### src/rtl/assert_macros.svh
// Assertion macros shared by the RTL; the including module supplies clk and rst.
`ifndef ASSERT_MACROS_SVH
`define ASSERT_MACROS_SVH

// Expression must hold at every clock edge outside reset.
`define ASSERT_ALWAYS(lbl, expr, msg) \
  lbl: assert property (@(posedge clk) disable iff (rst) (expr)) else $error(msg);

// Antecedent implies consequent in the same cycle.
`define ASSERT_IMPLY(lbl, ante, cons, msg) \
  lbl: assert property (@(posedge clk) disable iff (rst) (ante) |-> (cons)) else $error(msg);

// Antecedent implies consequent in the next cycle.
`define ASSERT_NEXT(lbl, ante, cons, msg) \
  lbl: assert property (@(posedge clk) disable iff (rst) (ante) |=> (cons)) else $error(msg);

`endif

### src/rtl/stok_pkg.sv
// Types, token codes, character constants and classifiers for the tokenizer.
`timescale 1ns / 1ps

package stok_pkg;

  localparam int OFFSET_BITS = 24;
  localparam int LENGTH_BITS = 16;

  localparam logic [LENGTH_BITS-1:0] LEN_MAX = '1;

  // Token kinds
  localparam logic [5:0] K_NONE     = 6'd0;  // no match from a classifier
  localparam logic [5:0] K_EOF      = 6'd0;
  localparam logic [5:0] K_IDENT    = 6'd1;
  localparam logic [5:0] K_NUMBER   = 6'd2;
  localparam logic [5:0] K_STRING   = 6'd3;
  localparam logic [5:0] K_CARET    = 6'd4;
  localparam logic [5:0] K_AMP      = 6'd5;
  localparam logic [5:0] K_STAR     = 6'd6;
  localparam logic [5:0] K_PLUS     = 6'd7;
  localparam logic [5:0] K_INC      = 6'd8;
  localparam logic [5:0] K_PLUS_EQ  = 6'd9;
  localparam logic [5:0] K_MINUS    = 6'd10;
  localparam logic [5:0] K_DEC      = 6'd11;
  localparam logic [5:0] K_MINUS_EQ = 6'd12;
  localparam logic [5:0] K_ASSIGN   = 6'd13;
  localparam logic [5:0] K_EQ       = 6'd14;
  localparam logic [5:0] K_COLON    = 6'd15;
  localparam logic [5:0] K_SEMI     = 6'd16;
  localparam logic [5:0] K_DOT      = 6'd17;
  localparam logic [5:0] K_COMMA    = 6'd18;
  localparam logic [5:0] K_SLASH    = 6'd19;
  localparam logic [5:0] K_LPAREN   = 6'd20;
  localparam logic [5:0] K_RPAREN   = 6'd21;
  localparam logic [5:0] K_LBRACK   = 6'd22;
  localparam logic [5:0] K_RBRACK   = 6'd23;
  localparam logic [5:0] K_LBRACE   = 6'd24;
  localparam logic [5:0] K_RBRACE   = 6'd25;
  localparam logic [5:0] K_LT       = 6'd26;
  localparam logic [5:0] K_LE       = 6'd27;
  localparam logic [5:0] K_GT       = 6'd28;
  localparam logic [5:0] K_GE       = 6'd29;
  localparam logic [5:0] K_BANG     = 6'd30;
  localparam logic [5:0] K_NE       = 6'd31;
  localparam logic [5:0] K_ERROR    = 6'd32;

  // Characters
  localparam logic [7:0] CH_TAB    = 8'h09;
  localparam logic [7:0] CH_NL     = 8'h0A;
  localparam logic [7:0] CH_CR     = 8'h0D;
  localparam logic [7:0] CH_SPACE  = 8'h20;
  localparam logic [7:0] CH_BANG   = 8'h21;
  localparam logic [7:0] CH_QUOTE  = 8'h22;
  localparam logic [7:0] CH_AMP    = 8'h26;
  localparam logic [7:0] CH_LPAREN = 8'h28;
  localparam logic [7:0] CH_RPAREN = 8'h29;
  localparam logic [7:0] CH_STAR   = 8'h2A;
  localparam logic [7:0] CH_PLUS   = 8'h2B;
  localparam logic [7:0] CH_COMMA  = 8'h2C;
  localparam logic [7:0] CH_MINUS  = 8'h2D;
  localparam logic [7:0] CH_DOT    = 8'h2E;
  localparam logic [7:0] CH_SLASH  = 8'h2F;
  localparam logic [7:0] CH_COLON  = 8'h3A;
  localparam logic [7:0] CH_SEMI   = 8'h3B;
  localparam logic [7:0] CH_LT     = 8'h3C;
  localparam logic [7:0] CH_EQUAL  = 8'h3D;
  localparam logic [7:0] CH_GT     = 8'h3E;
  localparam logic [7:0] CH_LBRACK = 8'h5B;
  localparam logic [7:0] CH_RBRACK = 8'h5D;
  localparam logic [7:0] CH_CARET  = 8'h5E;
  localparam logic [7:0] CH_UNDER  = 8'h5F;
  localparam logic [7:0] CH_LBRACE = 8'h7B;
  localparam logic [7:0] CH_RBRACE = 8'h7D;

  typedef struct packed {
    logic [7:0] char_byte;
    logic       has_byte;
    logic       end_of_source;
  } tok_in_t;

  typedef struct packed {
    logic [5:0]             token_kind;
    logic [OFFSET_BITS-1:0] start_offset;
    logic [OFFSET_BITS-1:0] start_line;
    logic [LENGTH_BITS-1:0] start_column;
    logic [LENGTH_BITS-1:0] token_length;
    logic [7:0]             bad_byte;
    logic                   last_of_run;
  } tok_out_t;

  function automatic logic is_alpha(logic [7:0] b);
    return (b >= 8'h61 && b <= 8'h7A) || (b >= 8'h41 && b <= 8'h5A) || b == CH_UNDER;
  endfunction

  function automatic logic is_digit(logic [7:0] b);
    return b >= 8'h30 && b <= 8'h39;
  endfunction

  function automatic logic is_held_op(logic [7:0] b);
    return b == CH_PLUS || b == CH_MINUS || b == CH_EQUAL || b == CH_LT ||
           b == CH_GT || b == CH_BANG;
  endfunction

  function automatic logic [5:0] single_kind(logic [7:0] b);
    logic [5:0] k;
    case (b)
      CH_CARET:  k = K_CARET;
      CH_AMP:    k = K_AMP;
      CH_STAR:   k = K_STAR;
      CH_COLON:  k = K_COLON;
      CH_SEMI:   k = K_SEMI;
      CH_DOT:    k = K_DOT;
      CH_COMMA:  k = K_COMMA;
      CH_LPAREN: k = K_LPAREN;
      CH_RPAREN: k = K_RPAREN;
      CH_LBRACK: k = K_LBRACK;
      CH_RBRACK: k = K_RBRACK;
      CH_LBRACE: k = K_LBRACE;
      CH_RBRACE: k = K_RBRACE;
      default:   k = K_NONE;
    endcase
    return k;
  endfunction

  function automatic logic [5:0] held_single_kind(logic [7:0] h);
    logic [5:0] k;
    case (h)
      CH_PLUS:  k = K_PLUS;
      CH_MINUS: k = K_MINUS;
      CH_EQUAL: k = K_ASSIGN;
      CH_LT:    k = K_LT;
      CH_GT:    k = K_GT;
      default:  k = K_BANG;
    endcase
    return k;
  endfunction

  // Kind of the two-byte operator h,b, or K_NONE when they do not pair.
  function automatic logic [5:0] pair_kind(logic [7:0] h, logic [7:0] b);
    logic [5:0] k;
    k = K_NONE;
    if (b == CH_EQUAL) begin
      case (h)
        CH_PLUS:  k = K_PLUS_EQ;
        CH_MINUS: k = K_MINUS_EQ;
        CH_EQUAL: k = K_EQ;
        CH_LT:    k = K_LE;
        CH_GT:    k = K_GE;
        CH_BANG:  k = K_NE;
        default:  k = K_NONE;
      endcase
    end else if (h == CH_PLUS && b == CH_PLUS) begin
      k = K_INC;
    end else if (h == CH_MINUS && b == CH_MINUS) begin
      k = K_DEC;
    end
    return k;
  endfunction

  function automatic tok_out_t make_tok(logic [5:0] kind,
                                        logic [OFFSET_BITS-1:0] off,
                                        logic [OFFSET_BITS-1:0] line,
                                        logic [LENGTH_BITS-1:0] col,
                                        logic [LENGTH_BITS-1:0] len,
                                        logic [7:0] bad);
    tok_out_t t;
    t.token_kind   = kind;
    t.start_offset = off;
    t.start_line   = line;
    t.start_column = col;
    t.token_length = len;
    t.bad_byte     = bad;
    t.last_of_run  = 1'b0;
    return t;
  endfunction

  function automatic logic [LENGTH_BITS-1:0] sat_inc(logic [LENGTH_BITS-1:0] v);
    return (v == LEN_MAX) ? v : v + 1'b1;
  endfunction

endpackage

### src/rtl/source_tokenizer_core.sv
// Streaming tokenizer: one source byte per request in, tokens out through a small queue.
`timescale 1ns / 1ps

//  channel  | signals                          | request carries
//  ---------+----------------------------------+-----------------------------------------
//  src      | src_valid, src_ready, src_data   | one byte, has-byte flag, end-of-source
//  tok      | tok_valid, tok_ready, tok_data   | one token: kind, position, length, ...
//
//  One src request is taken per cycle as long as at least three token queue slots are
//  free; the scanner state updates in the same cycle. A request makes 0 to 3 tokens,
//  written into a 4-entry queue; tok drains one token per cycle while tok_ready is high,
//  so a stream where each byte closes at most one token runs at 1 byte/cycle unless tok
//  stalls; a byte that yields more tokens holds src off. tok_data comes straight from
//  queue registers. rst (synchronous) clears scanner state, positions and the queue.
//  Stalling tok only fills the queue; src_ready drops once fewer than three slots remain.

`include "assert_macros.svh"

module source_tokenizer_core (
  input  logic              clk,
  input  logic              rst,
  input  logic              src_valid,
  output logic              src_ready,
  input  stok_pkg::tok_in_t  src_data,
  output logic              tok_valid,
  input  logic              tok_ready,
  output stok_pkg::tok_out_t tok_data
);

  localparam int OB     = stok_pkg::OFFSET_BITS;
  localparam int LB     = stok_pkg::LENGTH_BITS;
  localparam int QDEPTH = 4;
  localparam int PTR_W  = $clog2(QDEPTH);
  localparam int CNT_W  = $clog2(QDEPTH + 1);
  localparam int MAXRES = 3;

  typedef enum logic [2:0] {
    M_IDLE, M_IDENT, M_NUMBER, M_STRING, M_HELD, M_SLASH, M_COMMENT, M_ERROR
  } mode_t;

  // Scanner state
  mode_t          scan_mode;
  logic [7:0]     held_byte;
  logic [OB-1:0]  cur_offset;
  logic [OB-1:0]  cur_line;
  logic [LB-1:0]  cur_column;
  logic [OB-1:0]  tok_start_offset;
  logic [OB-1:0]  tok_start_line;
  logic [LB-1:0]  tok_start_column;
  logic [LB-1:0]  tok_len;

  mode_t          scan_mode_next;
  logic [7:0]     held_byte_next;
  logic [OB-1:0]  cur_offset_next;
  logic [OB-1:0]  cur_line_next;
  logic [LB-1:0]  cur_column_next;
  logic [OB-1:0]  tok_start_offset_next;
  logic [OB-1:0]  tok_start_line_next;
  logic [LB-1:0]  tok_start_column_next;
  logic [LB-1:0]  tok_len_next;

  // Tokens produced by the current request
  stok_pkg::tok_out_t res [MAXRES];
  logic [1:0]         res_count;

  // Token queue
  stok_pkg::tok_out_t queue [QDEPTH];
  logic [PTR_W-1:0]   wr_ptr;
  logic [PTR_W-1:0]   rd_ptr;
  logic [CNT_W-1:0]   count;

  logic src_fire;
  logic tok_fire;

  assign src_ready = (count <= CNT_W'(QDEPTH - MAXRES));
  assign src_fire  = src_valid && src_ready;
  assign tok_valid = (count != '0);
  assign tok_fire  = tok_valid && tok_ready;
  assign tok_data  = queue[rd_ptr];

  // Single-pass scanner: mirrors the byte-level state machine, then the end flush.
  always_comb begin
    logic [7:0] b;
    logic       do_start;
    logic [5:0] k;

    b        = src_data.char_byte;
    do_start = 1'b0;
    k        = stok_pkg::K_NONE;

    scan_mode_next        = scan_mode;
    held_byte_next        = held_byte;
    cur_offset_next       = cur_offset;
    cur_line_next         = cur_line;
    cur_column_next       = cur_column;
    tok_start_offset_next = tok_start_offset;
    tok_start_line_next   = tok_start_line;
    tok_start_column_next = tok_start_column;
    tok_len_next          = tok_len;
    res_count             = 2'd0;
    for (int i = 0; i < MAXRES; i++) begin
      res[i] = '0;
    end

    if (src_data.has_byte) begin
      unique case (scan_mode)
        M_IDLE: begin
          do_start = 1'b1;
        end
        M_IDENT: begin
          if (stok_pkg::is_alpha(b) || stok_pkg::is_digit(b)) begin
            tok_len_next    = stok_pkg::sat_inc(tok_len);
            cur_offset_next = cur_offset + 1'b1;
            cur_column_next = stok_pkg::sat_inc(cur_column);
          end else begin
            res[res_count] = stok_pkg::make_tok(stok_pkg::K_IDENT, tok_start_offset,
                                                tok_start_line, tok_start_column, tok_len,
                                                8'd0);
            res_count = res_count + 2'd1;
            do_start  = 1'b1;
          end
        end
        M_NUMBER: begin
          if (stok_pkg::is_digit(b) || b == stok_pkg::CH_DOT) begin
            tok_len_next    = stok_pkg::sat_inc(tok_len);
            cur_offset_next = cur_offset + 1'b1;
            cur_column_next = stok_pkg::sat_inc(cur_column);
          end else begin
            res[res_count] = stok_pkg::make_tok(stok_pkg::K_NUMBER, tok_start_offset,
                                                tok_start_line, tok_start_column, tok_len,
                                                8'd0);
            res_count = res_count + 2'd1;
            do_start  = 1'b1;
          end
        end
        M_STRING: begin
          // Any byte, newline included, extends the string.
          tok_len_next    = stok_pkg::sat_inc(tok_len);
          cur_offset_next = cur_offset + 1'b1;
          cur_column_next = stok_pkg::sat_inc(cur_column);
          if (b == stok_pkg::CH_QUOTE) begin
            res[res_count] = stok_pkg::make_tok(stok_pkg::K_STRING, tok_start_offset,
                                                tok_start_line, tok_start_column,
                                                tok_len_next, 8'd0);
            res_count      = res_count + 2'd1;
            scan_mode_next = M_IDLE;
          end
        end
        M_HELD: begin
          k = stok_pkg::pair_kind(held_byte, b);
          if (k != stok_pkg::K_NONE) begin
            tok_len_next    = stok_pkg::sat_inc(tok_len);
            cur_offset_next = cur_offset + 1'b1;
            cur_column_next = stok_pkg::sat_inc(cur_column);
            res[res_count]  = stok_pkg::make_tok(k, tok_start_offset, tok_start_line,
                                                 tok_start_column, tok_len_next, 8'd0);
            res_count       = res_count + 2'd1;
            scan_mode_next  = M_IDLE;
          end else begin
            res[res_count] = stok_pkg::make_tok(stok_pkg::held_single_kind(held_byte),
                                                tok_start_offset, tok_start_line,
                                                tok_start_column, tok_len, 8'd0);
            res_count = res_count + 2'd1;
            do_start  = 1'b1;
          end
        end
        M_SLASH: begin
          if (b == stok_pkg::CH_SLASH) begin
            // Comment: column snaps back to where the first slash stood.
            cur_offset_next = cur_offset + 1'b1;
            cur_column_next = tok_start_column;
            scan_mode_next  = M_COMMENT;
          end else begin
            res[res_count] = stok_pkg::make_tok(stok_pkg::K_SLASH, tok_start_offset,
                                                tok_start_line, tok_start_column, tok_len,
                                                8'd0);
            res_count = res_count + 2'd1;
            do_start  = 1'b1;
          end
        end
        M_COMMENT: begin
          if (b == stok_pkg::CH_NL) begin
            do_start = 1'b1;
          end else begin
            cur_offset_next = cur_offset + 1'b1;
          end
        end
        default: begin
          // Error: bytes ignored until end of source.
        end
      endcase

      if (do_start) begin
        scan_mode_next = M_IDLE;
        k = stok_pkg::single_kind(b);
        if (b == stok_pkg::CH_SPACE || b == stok_pkg::CH_TAB) begin
          cur_offset_next = cur_offset_next + 1'b1;
          cur_column_next = stok_pkg::sat_inc(cur_column_next);
        end else if (b == stok_pkg::CH_NL) begin
          cur_offset_next = cur_offset_next + 1'b1;
          cur_line_next   = cur_line_next + 1'b1;
          cur_column_next = '0;
        end else if (b == stok_pkg::CH_CR) begin
          cur_offset_next = cur_offset_next + 1'b1;
        end else if (k != stok_pkg::K_NONE) begin
          res[res_count] = stok_pkg::make_tok(k, cur_offset_next, cur_line_next,
                                              cur_column_next, LB'(1), 8'd0);
          res_count       = res_count + 2'd1;
          cur_offset_next = cur_offset_next + 1'b1;
          cur_column_next = stok_pkg::sat_inc(cur_column_next);
        end else if (stok_pkg::is_held_op(b) || b == stok_pkg::CH_SLASH ||
                     stok_pkg::is_alpha(b) || stok_pkg::is_digit(b) ||
                     b == stok_pkg::CH_QUOTE) begin
          // Open a pending token at the current position.
          tok_start_offset_next = cur_offset_next;
          tok_start_line_next   = cur_line_next;
          tok_start_column_next = cur_column_next;
          tok_len_next          = LB'(1);
          cur_offset_next       = cur_offset_next + 1'b1;
          cur_column_next       = stok_pkg::sat_inc(cur_column_next);
          if (stok_pkg::is_held_op(b)) begin
            held_byte_next = b;
            scan_mode_next = M_HELD;
          end else if (b == stok_pkg::CH_SLASH) begin
            scan_mode_next = M_SLASH;
          end else if (stok_pkg::is_alpha(b)) begin
            scan_mode_next = M_IDENT;
          end else if (stok_pkg::is_digit(b)) begin
            scan_mode_next = M_NUMBER;
          end else begin
            scan_mode_next = M_STRING;
          end
        end else begin
          res[res_count] = stok_pkg::make_tok(stok_pkg::K_ERROR, cur_offset_next,
                                              cur_line_next, cur_column_next, LB'(1), b);
          res_count       = res_count + 2'd1;
          cur_offset_next = cur_offset_next + 1'b1;
          cur_column_next = stok_pkg::sat_inc(cur_column_next);
          scan_mode_next  = M_ERROR;
        end
      end

      if (scan_mode == M_HELD && scan_mode_next != M_HELD) begin
        held_byte_next = 8'd0;
      end
    end

    if (src_data.end_of_source) begin
      // Flush a pending token, then end-of-file at the current position.
      unique case (scan_mode_next)
        M_IDENT:  k = stok_pkg::K_IDENT;
        M_NUMBER: k = stok_pkg::K_NUMBER;
        M_STRING: k = stok_pkg::K_STRING;
        M_HELD:   k = stok_pkg::held_single_kind(held_byte_next);
        M_SLASH:  k = stok_pkg::K_SLASH;
        default:  k = stok_pkg::K_NONE;
      endcase
      if (k != stok_pkg::K_NONE) begin
        res[res_count] = stok_pkg::make_tok(k, tok_start_offset_next, tok_start_line_next,
                                            tok_start_column_next, tok_len_next, 8'd0);
        res_count = res_count + 2'd1;
      end
      res[res_count] = stok_pkg::make_tok(stok_pkg::K_EOF, cur_offset_next, cur_line_next,
                                          cur_column_next, '0, 8'd0);
      res_count = res_count + 2'd1;

      scan_mode_next        = M_IDLE;
      held_byte_next        = 8'd0;
      cur_offset_next       = '0;
      cur_line_next         = '0;
      cur_column_next       = '0;
      tok_start_offset_next = '0;
      tok_start_line_next   = '0;
      tok_start_column_next = '0;
      tok_len_next          = '0;
    end

    if (res_count != 2'd0) begin
      res[res_count - 2'd1].last_of_run = 1'b1;
    end
  end

  always_ff @(posedge clk) begin
    if (rst) begin
      scan_mode        <= M_IDLE;
      held_byte        <= 8'd0;
      cur_offset       <= '0;
      cur_line         <= '0;
      cur_column       <= '0;
      tok_start_offset <= '0;
      tok_start_line   <= '0;
      tok_start_column <= '0;
      tok_len          <= '0;
    end else if (src_fire) begin
      scan_mode        <= scan_mode_next;
      held_byte        <= held_byte_next;
      cur_offset       <= cur_offset_next;
      cur_line         <= cur_line_next;
      cur_column       <= cur_column_next;
      tok_start_offset <= tok_start_offset_next;
      tok_start_line   <= tok_start_line_next;
      tok_start_column <= tok_start_column_next;
      tok_len          <= tok_len_next;
    end
  end

  // Queue pointers and fill count
  always_ff @(posedge clk) begin
    if (rst) begin
      wr_ptr <= '0;
      rd_ptr <= '0;
      count  <= '0;
    end else begin
      if (src_fire) begin
        wr_ptr <= wr_ptr + PTR_W'(res_count);
      end
      if (tok_fire) begin
        rd_ptr <= rd_ptr + 1'b1;
      end
      count <= count + (src_fire ? CNT_W'(res_count) : '0) - CNT_W'(tok_fire);
    end
  end

  // Queue payload, no reset needed
  always_ff @(posedge clk) begin
    if (src_fire) begin
      for (int i = 0; i < MAXRES; i++) begin
        if (2'(i) < res_count) begin
          queue[wr_ptr + PTR_W'(i)] <= res[i];
        end
      end
    end
  end

  `ASSERT_ALWAYS(a_count_bound, count <= CNT_W'(QDEPTH), "token queue over capacity")
  `ASSERT_IMPLY(a_room_on_ready, src_ready, count <= CNT_W'(QDEPTH - MAXRES),
                "src_ready without room for a full burst")
  `ASSERT_NEXT(a_end_resets, src_fire && src_data.end_of_source,
               scan_mode == M_IDLE && cur_offset == '0 && cur_line == '0 && count != '0,
               "end of source did not reset scanner or queue eof")

endmodule

### config.mk
export PLATFORM = sky130hd
export DESIGN_NAME = source_tokenizer_core
export DESIGN_NICKNAME = d
export VERILOG_FILES = /design/src/rtl/stok_pkg.sv /design/src/rtl/source_tokenizer_core.sv
export VERILOG_INCLUDE_DIRS = /design/src /design/src/rtl
export SDC_FILE = /design/constraint.sdc
export NUM_CORES = 2
export LEC_CHECK = 0
export ABC_AREA = 1
export BUFFER_PORTS_ARGS = -buffer_cell sky130_fd_sc_hd__buf_2
export CORE_UTILIZATION = 25
export DETAILED_ROUTE_END_ITERATION = 8
export PLACE_DENSITY_LB_ADDON = 0.3
export SLEW_MARGIN = 20
export SYNTH_ARGS = -nofsm -noshare
export SYNTH_HDL_FRONTEND = slang
export SYNTH_SLANG_ARGS = --single-unit
### constraint.sdc
create_clock -name clk -period 16.09 [get_ports clk]
set_input_delay 4.0225 -clock clk [delete_from_list [all_inputs] [get_ports clk]]
set_output_delay 4.0225 -clock clk [all_outputs]
set_load 0.01 [all_outputs]
==> results <==
- The run finished with clean final reports.
- The count of port buffers added during placement is 110.
- Global routing finished with a remaining overflow of 0.
- The buffer cell driving the clock tree root is clkbuf_16.
- The area fraction of the dominant cell type after synthesis is 0.275.
- The die covers approximately 0.17 mm².
- In this run the mean area of a mapped cell was roughly 6.7 µm².
- For the pin with the worst max-slew slack, the measured transition is roughly 1.3 ns.
- The top cell types in the final layout, fill and taps aside, are nand2_1 (1604), nand3_1 (857), nor2_1 (537).
- Sorting the synthesized cells by area gives the leading types as edfxtp_1 (28%), nand2_1 (15%), nand3_1 (10%).
- The post-CTS repair timing setup buffer count is 0.
- At the worst endpoint, the arrival time is 12.08 ns.
- In this run the deepest clock path goes through 3 buffers.
- In this run, post-CTS repair resized a total of 0 instances.
- In the routed design, unresolved DRC markers number 0.
- The area growth from synthesis to layout is 11.2%.
- The total nets after synthesis is 6223.
- The sum of buffers and inverters on the critical path is 14.
- The DRC violation total after the first TritonRoute iteration is roughly 5400.
- Entering global routing, the biggest net connects between 100 and 150 pins.
- For this design, the slowest cell found on the critical path is buf_4.
- The path class of the tightest hold or removal check is register to register.
- The floorplan step set the die height to about 400 µm.
- Clock tree synthesis inserted a total of 70 buffers.
- The largest fanout on the critical path is 67.
- The count of nets left with antenna violations once routing finished came out at 0.
- The final standard cell area without fillers is about 0.046 mm².
- The total length of routed met2 wires is 85800 µm.
- The number of max-cap violations is 0.
- For this run, the total global-route usage over all layers was measured as 0.216.
- Data on the critical path is required at its endpoint by approximately 16 ns.
- The worst pin sits at a relative slew slack of 0.155.
- The cell type group with the largest total delay on the critical path is buffers and inverters.
- Setup repair after global routing left no endpoint under its margin.
- VDD sags by at most about 0.09 mV.
- The total placed instance area is 0.0437 mm².
- After synthesis, the share of flip-flops with an asynchronous set or reset is 0.
- The number of rows created at floorplan is around 150.
- The synthesis-stage register bit count is 544.
- The average wire per standard cell is 22.7 µm.
- The final critical delay including setup and external delays is between 10 and 15 ns.
- The register area share after synthesis is 0.355.
- The endpoint kind of the worst setup timing path is a register.
- Summed over all cells, the static leakage comes to roughly 17 nW.
- The count of flip-flops with a built-in enable after synthesis is 380.
- The number of different library cells used by synthesis comes to 60.
- Adding up every negative setup slack in the final design gives 0 ns.
- The fill cell total of the finished layout is roughly 18000.
- The congestion estimate from routability-driven global placement came to 0.940.
- The first-pass GRT wire length is roughly 280000 µm.
- Counting every sink on the clock net gives 544.
- After detailed routing, the number of vias per cell comes to around 5.5.
- The most common flop cell mapped by yosys is edfxtp_1.
- The fraction of layout instances using a drive strength above 1 is 0.0741.
- Dividing total power by cell area gives a power density of 138 mW/mm².
- The clock transition at the registers of the reported paths is roughly 0.060 ns.
- After legalization and detailed placement, the total HPWL measured roughly 120000 µm.
- Summing every instance area after synthesis gives roughly 0.041 mm².
- TritonCTS built the clock tree.
- The initial core utilization is 0.252.
- By startpoint and endpoint, the worst setup path is classified as input pin to register.
- Setup violations remaining at the end of the flow were counted as 0.
- The number of antenna violations at the first check in global routing is 10.
- The startpoint type of the worst setup path is an input pin.
- The number of pins exceeding their max-slew limit in the final report is 0.
- The final hold violation count is 0.
- The detailed router put a total of between 70000 and 80000 µm of wire on met1.
- 111 I/O pins were placed.
- Clock latency on the worst-skew pair, taken at its later pin, is ~0.70 ns.
- The routed layout has approximately 46000 vias.
- For this run, the top clock speed supported by timing is about 85 MHz.
- Yosys printed 0 warnings.
- The maximum cell stage delay along the critical path is around 0.6 ns.
- The highest routed metal layer is met5.
- The first-pass detailed-route iteration total is 9.
- Of all cell types, the one taking the most synthesized area is edfxtp_1.
- The overall power of the completed layout is about 6.4 mW.
- The final clock period utilization by the worst path is 0.732.
- Counting every instance in the synthesized netlist gives about 6200.
- The core region is between 0.15 and 0.2 mm².
- The final clock skew is approximately 0.036 ns.
- After detailed routing, the total wire length is between 150000 and 200000 µm.
- The net count of the finished layout is ~6100.
- The die is 409 µm wide.
- The hold buffer count at cts is 0.
- The via count of the first global-routing pass is 42700.
- The maximum level of the CTS H-tree is 3.
- The routed length on met3 is ~18000 µm.
- The library cell used most frequently in the layout, excluding fill and tap cells, is nand2_1.
sequential cells by signal, indices dropped and copies added, names as in the netlist, 3 cells and up, named ones only:
signal            count
queue               380
cur_line             24
cur_offset           24
tok_start_line       24
tok_start_offset     24
cur_column           16
tok_len              16
tok_start_column     16
held_byte             8
count                 3
scan_mode             3
metrics by stage:
step / util / std cells / worst slack [ns] / hold slack, ns
after floorplan: - / 6188 / 1.40 / 0.445
after global placement: 0.265 / 8142 / 3.82 / 0.453
after detailed placement: 0.265 / 8142 / 3.84 / 0.457
after CTS: 0.279 / 8272 / 4.55 / 0.467
after global routing: 0.280 / 8274 / 3.93 / 0.495
final: 0.280 / 8277 / 4.31 / 0.470
layout make-up:
cell class,count,area (µm²),area share
inverters,517,1950,0.0424
repair buffers,190,1230,0.0266
diodes,4,10.0,0.000217
flip-flops and latches,544,14700,0.319
multi-input cells,4703,23100,0.502
well taps,2189,2740,0.0594
clock inverters,40,389,0.00844
clock buffers,90,1930,0.0419
cell usage after synthesis, drive strengths merged, types with 54 or more instances:
cell type	instances
nand2	1620
nand3	865
nor2	558
o21ai	505
inv	504
edfxtp	380
clkbuf	307
a21oi	284
o22ai	201
o211ai	184
dfxtp	164
buf	117
xor2	55
a22oi	54
power by group:
group | internal [mW] | switching (mW)
Sequential | 1.84 | 0.0741
Clock | 0.962 | 0.685
Combinational | 0.666 | 2.12
path summary, 6_finish.rpt:
kind                                                      from                             end  slack (ns)  cells after the start
worst max-delay path                               src_data[8]          queue[1][73]$_DFFE_PP_        4.31                     36
worst min-delay path            tok_start_line[6]$_SDFFE_PP0P_  tok_start_line[6]$_SDFFE_PP0P_        0.47                      2
worst max register to register       scan_mode[2]$_SDFFE_PP0P_          queue[1][73]$_DFFE_PP_        7.56                     32
worst min register to register  tok_start_line[6]$_SDFFE_PP0P_  tok_start_line[6]$_SDFFE_PP0P_        0.47                      2
per-layer routing:
layer,up-vias,GRT usage
met5,-,0
met4,6,0.0904
met3,444,0.0388
met2,2454,0.350
met1,21800,0.281
li1,21000,-
worst reg2reg max path, delay by kind of cell, from the launching register on:
kind / cells / cell delay, ns
buf+inv: 13 / 3.56
simple gates: 15 / 3.06
compound gates: 3 / 0.73
flops: 1 / 0.50
fa+ha+maj: 1 / 0.28
kinds of logic after synthesis:
kind of cell	count (synthesis)	share of synthesized area
flops	544	0.355
fa+ha+maj	21	0.00652
compound gates	1418	0.207
buf+inv	941	0.0897
xor+xnor	58	0.0124
simple gates	3206	0.329
No activity file was read; power rests on OpenSTA's default activity.
